===== src/legendre_value_evaluator_unit_assert.svh =====
// assertion macros for the legendre value evaluator
`ifndef LEGENDRE_VALUE_EVALUATOR_UNIT_ASSERT_SVH
`define LEGENDRE_VALUE_EVALUATOR_UNIT_ASSERT_SVH
// implication checked on every clock edge outside reset
`define LVE_ASSERT_IMP(label, clk_s, rst_s, ante, cons, msg) \
    label: assert property (@(posedge clk_s) disable iff (!rst_s) (ante) |-> (cons)) \
        else $error(msg);
// implication checked in the cycle after the antecedent
`define LVE_ASSERT_NEXT(label, clk_s, rst_s, ante, cons, msg) \
    label: assert property (@(posedge clk_s) disable iff (!rst_s) (ante) |=> (cons)) \
        else $error(msg);
`endif


===== src/lve_pkg.sv =====
// package for the legendre value evaluator: sizes and sequencer states
`default_nettype none
package lve_pkg;
    localparam int unsigned DEF_MAX_DEGREE = 255;
    localparam int unsigned DEF_FRAC_BITS  = 30;
    localparam int unsigned IN_W  = 32;
    localparam int unsigned DEG_W = 8;

    typedef enum logic [2:0] {
        ST_IDLE,
        ST_MUL,
        ST_DIV_INIT,
        ST_DIV,
        ST_COMMIT,
        ST_STEP_END,
        ST_OUT
    } lve_state_t;
endpackage
`default_nettype wire


===== src/legendre_value_evaluator_unit.sv =====
// top level: legendre polynomial evaluator with a shared shift-add multiplier and divider
//
// Evaluates P_n(x) with the Bonnet recurrence, one recurrence step at a time. Each step
// runs a setup state, a bit-serial multiply of (2i+1)|x| by |P_i| (one bit per cycle
// over the VW = FRAC_BITS+1 bit magnitude), a rounding state, a restoring division by
// (i+1) one quotient bit per cycle over QW bits, and a commit state. An item of degree n
// (capped at MAX_DEGREE) runs n-1 such steps, none for degree 0. Input is not ready until
// the result beat has been taken. No state is kept between items.
`default_nettype none
`include "legendre_value_evaluator_unit_assert.svh"
module legendre_value_evaluator_unit #(
    parameter int unsigned MAX_DEGREE = lve_pkg::DEF_MAX_DEGREE,
    parameter int unsigned FRAC_BITS  = lve_pkg::DEF_FRAC_BITS
) (
    input  wire logic                    clk,
    input  wire logic                    rst_n,
    input  wire logic                    in_valid,
    output logic                         in_ready,
    input  wire logic [lve_pkg::DEG_W-1:0] degree,
    input  wire logic signed [lve_pkg::IN_W-1:0] x_value,
    output logic                         out_valid,
    input  wire logic                    out_ready,
    output logic signed [lve_pkg::IN_W-1:0] poly_value,
    output logic                         saturated
);
    import lve_pkg::*;

    // sizes: step index, magnitudes, products
    localparam int unsigned IW  = $clog2(MAX_DEGREE + 2);
    localparam int unsigned VW  = FRAC_BITS + 1;          // magnitude of a value <= one
    localparam int unsigned MW  = VW + IW + 1;            // (2i+1)*|x|
    localparam int unsigned PW  = MW + VW + 1;            // numerator magnitude
    localparam int unsigned QW  = PW - FRAC_BITS;         // shifted numerator width
    localparam int unsigned CW  = $clog2(PW + 1);
    localparam logic [VW-1:0] ONE = VW'(1) << FRAC_BITS;
    localparam logic signed [IN_W-1:0] ONE_Q = IN_W'(ONE);

    lve_state_t state_reg, state_next;

    logic [IW-1:0]  i_reg, n_reg;
    logic [VW-1:0]  xm_reg, cur_reg, prev_reg;
    logic           xn_reg, curn_reg, prevn_reg, sat_reg;
    logic [PW-1:0]  mcand_reg;                // shifted multiplicand (2i+1)|x|
    logic [VW-1:0]  mplier_reg;               // remaining multiplier bits
    logic [PW:0]    acc_reg;                  // two's complement numerator, relative to sign of b
    logic [QW-1:0]  dvd_reg;                  // dividend bits still to bring down
    logic [QW-1:0]  rem_reg, quo_reg;
    logic [CW-1:0]  cnt_reg;
    logic           neg_reg;
    logic signed [IN_W-1:0] res_reg;
    logic           ressat_reg;

    // input decode with argument clamp
    logic signed [IN_W:0] xin;
    logic [VW-1:0] xin_mag;
    logic xin_neg, xin_sat;
    logic [IW-1:0] deg_sat;
    always_comb
    begin
        xin = {x_value[IN_W-1], x_value};
        xin_sat = 1'b0;
        if (xin > $signed({1'b0, {(IN_W-VW){1'b0}}, ONE}))
        begin
            xin = $signed({1'b0, {(IN_W-VW){1'b0}}, ONE});
            xin_sat = 1'b1;
        end
        else if (xin < -$signed({1'b0, {(IN_W-VW){1'b0}}, ONE}))
        begin
            xin = -$signed({1'b0, {(IN_W-VW){1'b0}}, ONE});
            xin_sat = 1'b1;
        end
        xin_neg = xin[IN_W];
        xin_mag = xin_neg ? VW'(-xin) : VW'(xin);
        deg_sat = (32'(degree) > MAX_DEGREE) ? IW'(MAX_DEGREE) : IW'(degree);
    end

    // step setup: small products for multiplicand and the i*|prev| term
    logic [MW-1:0]    mc_prod;
    logic [IW+VW-1:0] b_prod;
    logic             step_more;
    always_comb
    begin
        mc_prod   = {i_reg, 1'b1} * xm_reg;
        b_prod    = i_reg * prev_reg;
        step_more = (i_reg < n_reg);
    end

    // shared accumulate: acc starts at |b| and adds or subtracts |a| by sign
    logic          mul_sub;
    logic [PW:0]   addend, acc_sum;
    always_comb
    begin
        mul_sub = xn_reg ^ curn_reg ^ ~prevn_reg;
        addend  = mul_sub ? ~{1'b0, mcand_reg} : {1'b0, mcand_reg};
        acc_sum = acc_reg + addend + (PW+1)'(mul_sub);
    end

    // magnitude plus half the divisor, ties away from zero
    logic [PW:0] half_rnd, mag_rnd;
    always_comb
    begin
        half_rnd = ((PW+1)'(i_reg) + (PW+1)'(1)) << (FRAC_BITS - 1);
        mag_rnd  = half_rnd + (acc_reg[PW] ? ~acc_reg : acc_reg) + (PW+1)'(acc_reg[PW]);
    end

    // restoring divider step
    logic [QW:0]   rem_shift;
    logic [QW:0]   dsub;
    logic [QW-1:0] divisor;
    always_comb
    begin
        divisor   = QW'(i_reg) + QW'(1);
        rem_shift = {rem_reg, dvd_reg[QW-1]};
        dsub      = rem_shift - {1'b0, divisor};
    end

    // quotient clamp to one
    logic [VW-1:0] q_clamp;
    logic          q_over;
    always_comb
    begin
        q_over  = quo_reg > QW'(ONE);
        q_clamp = q_over ? ONE : VW'(quo_reg);
    end

    // next state
    always_comb
    begin
        state_next = state_reg;
        case (state_reg)
            ST_IDLE:     if (in_valid) state_next = ST_STEP_END;
            ST_STEP_END: state_next = step_more ? ST_MUL : ST_OUT;
            ST_MUL:      if (cnt_reg == CW'(1)) state_next = ST_DIV_INIT;
            ST_DIV_INIT: state_next = ST_DIV;
            ST_DIV:      if (cnt_reg == CW'(1)) state_next = ST_COMMIT;
            ST_COMMIT:   state_next = ST_STEP_END;
            ST_OUT:      if (out_ready) state_next = ST_IDLE;
            default:     state_next = ST_IDLE;
        endcase
    end

    // outputs
    always_comb
    begin
        in_ready   = (state_reg == ST_IDLE);
        out_valid  = (state_reg == ST_OUT);
        poly_value = res_reg;
        saturated  = ressat_reg;
    end

    always_ff @(posedge clk or negedge rst_n)
    begin
        if (!rst_n)
            state_reg <= ST_IDLE;
        else
            state_reg <= state_next;
    end

    // datapath
    always_ff @(posedge clk)
    begin
        case (state_reg)
            ST_IDLE:
            begin
                n_reg     <= deg_sat;
                i_reg     <= IW'(1);
                xm_reg    <= xin_mag;
                xn_reg    <= xin_neg;
                sat_reg   <= xin_sat;
                prev_reg  <= ONE;
                prevn_reg <= 1'b0;
                // degree zero carries one as the final value
                cur_reg   <= (deg_sat == '0) ? ONE : xin_mag;
                curn_reg  <= (deg_sat == '0) ? 1'b0 : xin_neg;
            end
            ST_STEP_END:
            begin
                mcand_reg  <= PW'(mc_prod);
                mplier_reg <= cur_reg;
                acc_reg    <= (PW+1)'(b_prod) << FRAC_BITS;
                cnt_reg    <= CW'(VW);
                if (!step_more)
                begin
                    res_reg    <= curn_reg ? -IN_W'(cur_reg) : IN_W'(cur_reg);
                    ressat_reg <= sat_reg;
                end
            end
            ST_MUL:
            begin
                if (mplier_reg[0])
                    acc_reg <= acc_sum;
                mcand_reg  <= mcand_reg << 1;
                mplier_reg <= mplier_reg >> 1;
                cnt_reg    <= cnt_reg - CW'(1);
            end
            ST_DIV_INIT:
            begin
                neg_reg <= ~prevn_reg ^ acc_reg[PW];
                dvd_reg <= QW'(mag_rnd >> FRAC_BITS);
                rem_reg <= '0;
                quo_reg <= '0;
                cnt_reg <= CW'(QW);
            end
            ST_DIV:
            begin
                if (!dsub[QW])
                begin
                    rem_reg <= dsub[QW-1:0];
                    quo_reg <= {quo_reg[QW-2:0], 1'b1};
                end
                else
                begin
                    rem_reg <= rem_shift[QW-1:0];
                    quo_reg <= {quo_reg[QW-2:0], 1'b0};
                end
                dvd_reg <= dvd_reg << 1;
                cnt_reg <= cnt_reg - CW'(1);
            end
            ST_COMMIT:
            begin
                prev_reg  <= cur_reg;
                prevn_reg <= curn_reg;
                cur_reg   <= q_clamp;
                curn_reg  <= neg_reg & (q_clamp != '0);
                sat_reg   <= sat_reg | q_over;
                i_reg     <= i_reg + IW'(1);
            end
            default:
            begin
            end
        endcase
    end

    // checks
    `LVE_ASSERT_IMP(a_ready_idle, clk, rst_n, in_ready, !out_valid, "ready while result held")
    `LVE_ASSERT_NEXT(a_out_hold, clk, rst_n, out_valid && !out_ready,
        out_valid && $stable(poly_value) && $stable(saturated), "result beat changed")
    `LVE_ASSERT_IMP(a_range, clk, rst_n, out_valid,
        poly_value <= ONE_Q && poly_value >= -ONE_Q, "result out of range")
endmodule
`default_nettype wire

===== config.mk =====
export PLATFORM = sky130hd
export DESIGN_NAME = legendre_value_evaluator_unit
export DESIGN_NICKNAME = d
export VERILOG_FILES = /design/src/lve_pkg.sv /design/src/legendre_value_evaluator_unit.sv
export VERILOG_INCLUDE_DIRS = /design/src /design/src/src
export SDC_FILE = /design/constraint.sdc
export NUM_CORES = 2
export LEC_CHECK = 0
export ABC_AREA = 1
export BUFFER_PORTS_ARGS = -buffer_cell sky130_fd_sc_hd__buf_2
export CAP_MARGIN = 20
export CORE_ASPECT_RATIO = 0.75
export CORE_MARGIN = 2
export CORE_UTILIZATION = 40
export CTS_CLUSTER_SIZE = 16
export DETAILED_ROUTE_END_ITERATION = 10
export GPL_TIMING_DRIVEN = 0
export SYNTH_ARGS = -nofsm -noshare
export SYNTH_HDL_FRONTEND = slang
export SYNTH_SLANG_ARGS = --single-unit

===== constraint.sdc =====
create_clock -name clk -period 9.4 [get_ports clk]
set_input_delay 1.88 -clock clk [delete_from_list [all_inputs] [get_ports clk]]
set_output_delay 1.88 -clock clk [all_outputs]
set_load 0.05 [all_outputs]

==> out/results.txt <==
Final antenna-violating net count - 0
Status - completed
Worst Tran Pin Value - 1220 ps
Post-CTS setup buffers - 0
Ys async rst share - 0.645%
Total GRT Usage - 26.8%
Initial Util - 40.5%
Antenna cells - 0
Final Hold Fails - 0
Synth Register Bits - 465
IO Count - 79
Site row count - 112
CP endpoint kind - flop
Area of the core - 0.125 sq mm
Critical Path RT - 9830 ps
H-tree depth - 2
Die area - 0.129 sq mm
Fin cells - 8555
Maxcap violations - 0
CTS resizes - 0
Placed insts - 8458
Distinct cell type count after synthesis - 57
Reg2reg setup slack - 1820 ps
Setup crit start - i_reg[0]
Min Tclk post-route - 7580 ps
Critical path arrival - 8010 ps
Via density - 5.23
Crit path kind - flop to flop
CP startpoint kind - flop
Die Ht - 312 microns
Syn. warnings - 0
Commonest non-fill, non-tap cell in the layout - nand2_1
Hold_buf cts - 0
Setup violators final - 0
Skew-Pair Late Insertion Delay - 690 ps
Final nets - 7581
Grt ovf - 0
Syn Nets - 7426
Clk pin slew, worst setup/hold paths - 70 ps
Post-synthesis cell count - 6707
Cell Area, Synth - 0.0504 sq mm
CTS Sinks - 465
Vias in the first global route - 43800
Buffers on Ports - 77
Mean Syn Cell Area - 7.52 sq um
Slew Viols, Final - 0
Most frequent cells in the layout - nand2_1 (1650), inv_1 (1341), nor2_1 (739)
GP Congestion - 1.02
Initial antenna violation count - 4
Area growth, synth to finish - 9.21%
Vias - 44800
DR iter-0 viols - 4346
DRC Markers - 0
Share of cells above drive strength 1 - 3.96%
CTS tree - built
Min-delay src - sat_reg
Number of flops mapped to enable cells by yosys - 462
Number of flip-flops in the largest register - 74
Total CTS buffers - 51
Worst R2R Start - i_reg[0]
Top FF cell, synth - edfxtp_1
Max clock buf depth - 3
Fin crit share - 80.7%
Avg WL per Cell - 20.2 microns
Slew Limit Headroom - 18.4%
1st-pass router iterations - 5
Clock root cell - clkbuf_16
Die W - 414 microns
Hpwl dp - 145000 microns
First-pass GRT wire length - 265000 microns
Layout Skew - 57.2 ps
F_max - 0.132 GHz
Fillers - 12800
RSZ-0062 raised after global routing - no
Critical Path Fanout Max - 10
Largest net degree at the start of global routing - 35
Min-delay worst type - flop to flop
Post-synthesis sequential area ratio - 27.6%
Util after Layout - 44.2%
Final wirelength - 173000 microns
kinds of logic after synthesis:
family                   after synthesis  synth area share (%)
AND/OR/NAND/NOR                     2844                  22.8
XOR/XNOR                             281                  4.94
buffers and inverters               1573                  12.0
flip-flops                           465                  27.6
adder cells (fa/ha/maj)              675                  23.2
AO/OA/AOI/OAI                        869                  9.44
cell usage after synthesis (all sizes together) (54+ instances only):
| cell | instances | share of area, % |
|---|---|---|
| inv | 1344 | 10 |
| xor2 | 198 | 3.5 |
| edfxtp | 462 | 27 |
| clkbuf | 174 | 1.3 |
| fa | 436 | 17 |
| nand2 | 1654 | 12 |
| xnor2 | 83 | 1.4 |
| o21ai | 366 | 3.6 |
| nor2 | 750 | 5.6 |
| nand4 | 54 | 0.67 |
| nand3 | 220 | 2.2 |
| nor3 | 67 | 0.66 |
| a21oi | 340 | 3.4 |
| ha | 239 | 5.9 |
layout make-up:
class	count	area (sq um)	area share, %
clock buffers	59	1310	2.37
plain buffers	227	988	1.79
repair buffers	102	825	1.50
flip-flops and latches	465	13900	25.3
multi-input cells	4669	30500	55.4
inverters	1346	5050	9.17
clock inverters	34	405	0.736
well taps	1653	2070	3.75
stage by stage:
| stage | setup TNS, ps | hold slack [ps] | setup WS [ps] | cell area, sq um |
|---|---|---|---|---|
| finish | 0 | 477 | 1820 | 55100 |
| global route | 0 | 485 | 1510 | 55100 |
| CTS | 0 | 464 | 1940 | 55100 |
| detailed placement | 0 | 447 | 1980 | 53300 |
| global placement | -479400 | 449 | -4590 | 52900 |
| floorplan | 0 | 426 | 378 | 50400 |
path summary, 6_finish.rpt:
| kind | to | cells after the start |
|---|---|---|
| worst max register to register | mcand_reg[29] | 21 |
| worst max-delay path | mcand_reg[29] | 21 |
| max in group asynchronous | state_reg[2] | 1 |
| worst min-delay path | saturated | 0 |
| worst min register to register | saturated | 0 |
| min in group asynchronous | state_reg[1] | 1 |
worst max-delay path, cell delays in order (launching register included):
cell	delay, ps
edfxtp_1	350
clkbuf_1	580
buf_8	240
clkbuf_1	870
nand2_1	160
fa_1	530
inv_1	50
fa_1	460
ha_1	340
fa_1	550
inv_1	60
fa_1	500
inv_1	50
ha_1	360
a21oi_1	230
a21boi_0	390
o21ai_0	290
a21boi_0	560
o21ai_0	210
or2_2	300
nand3_1	120
nand2_1	80
layer usage:
metal	GRT usage, %	vias to the layer above	wire (microns)
met2	39.4	1673	70800
met3	4.24	174	16000
met1	41.5	21700	82800
li1	-	21200	-
met4	5.06	0	3410
met5	0	-	0
Power is not shown: default switching activity piles up to over one toggle a cycle in this logic, so the estimate is an artifact.
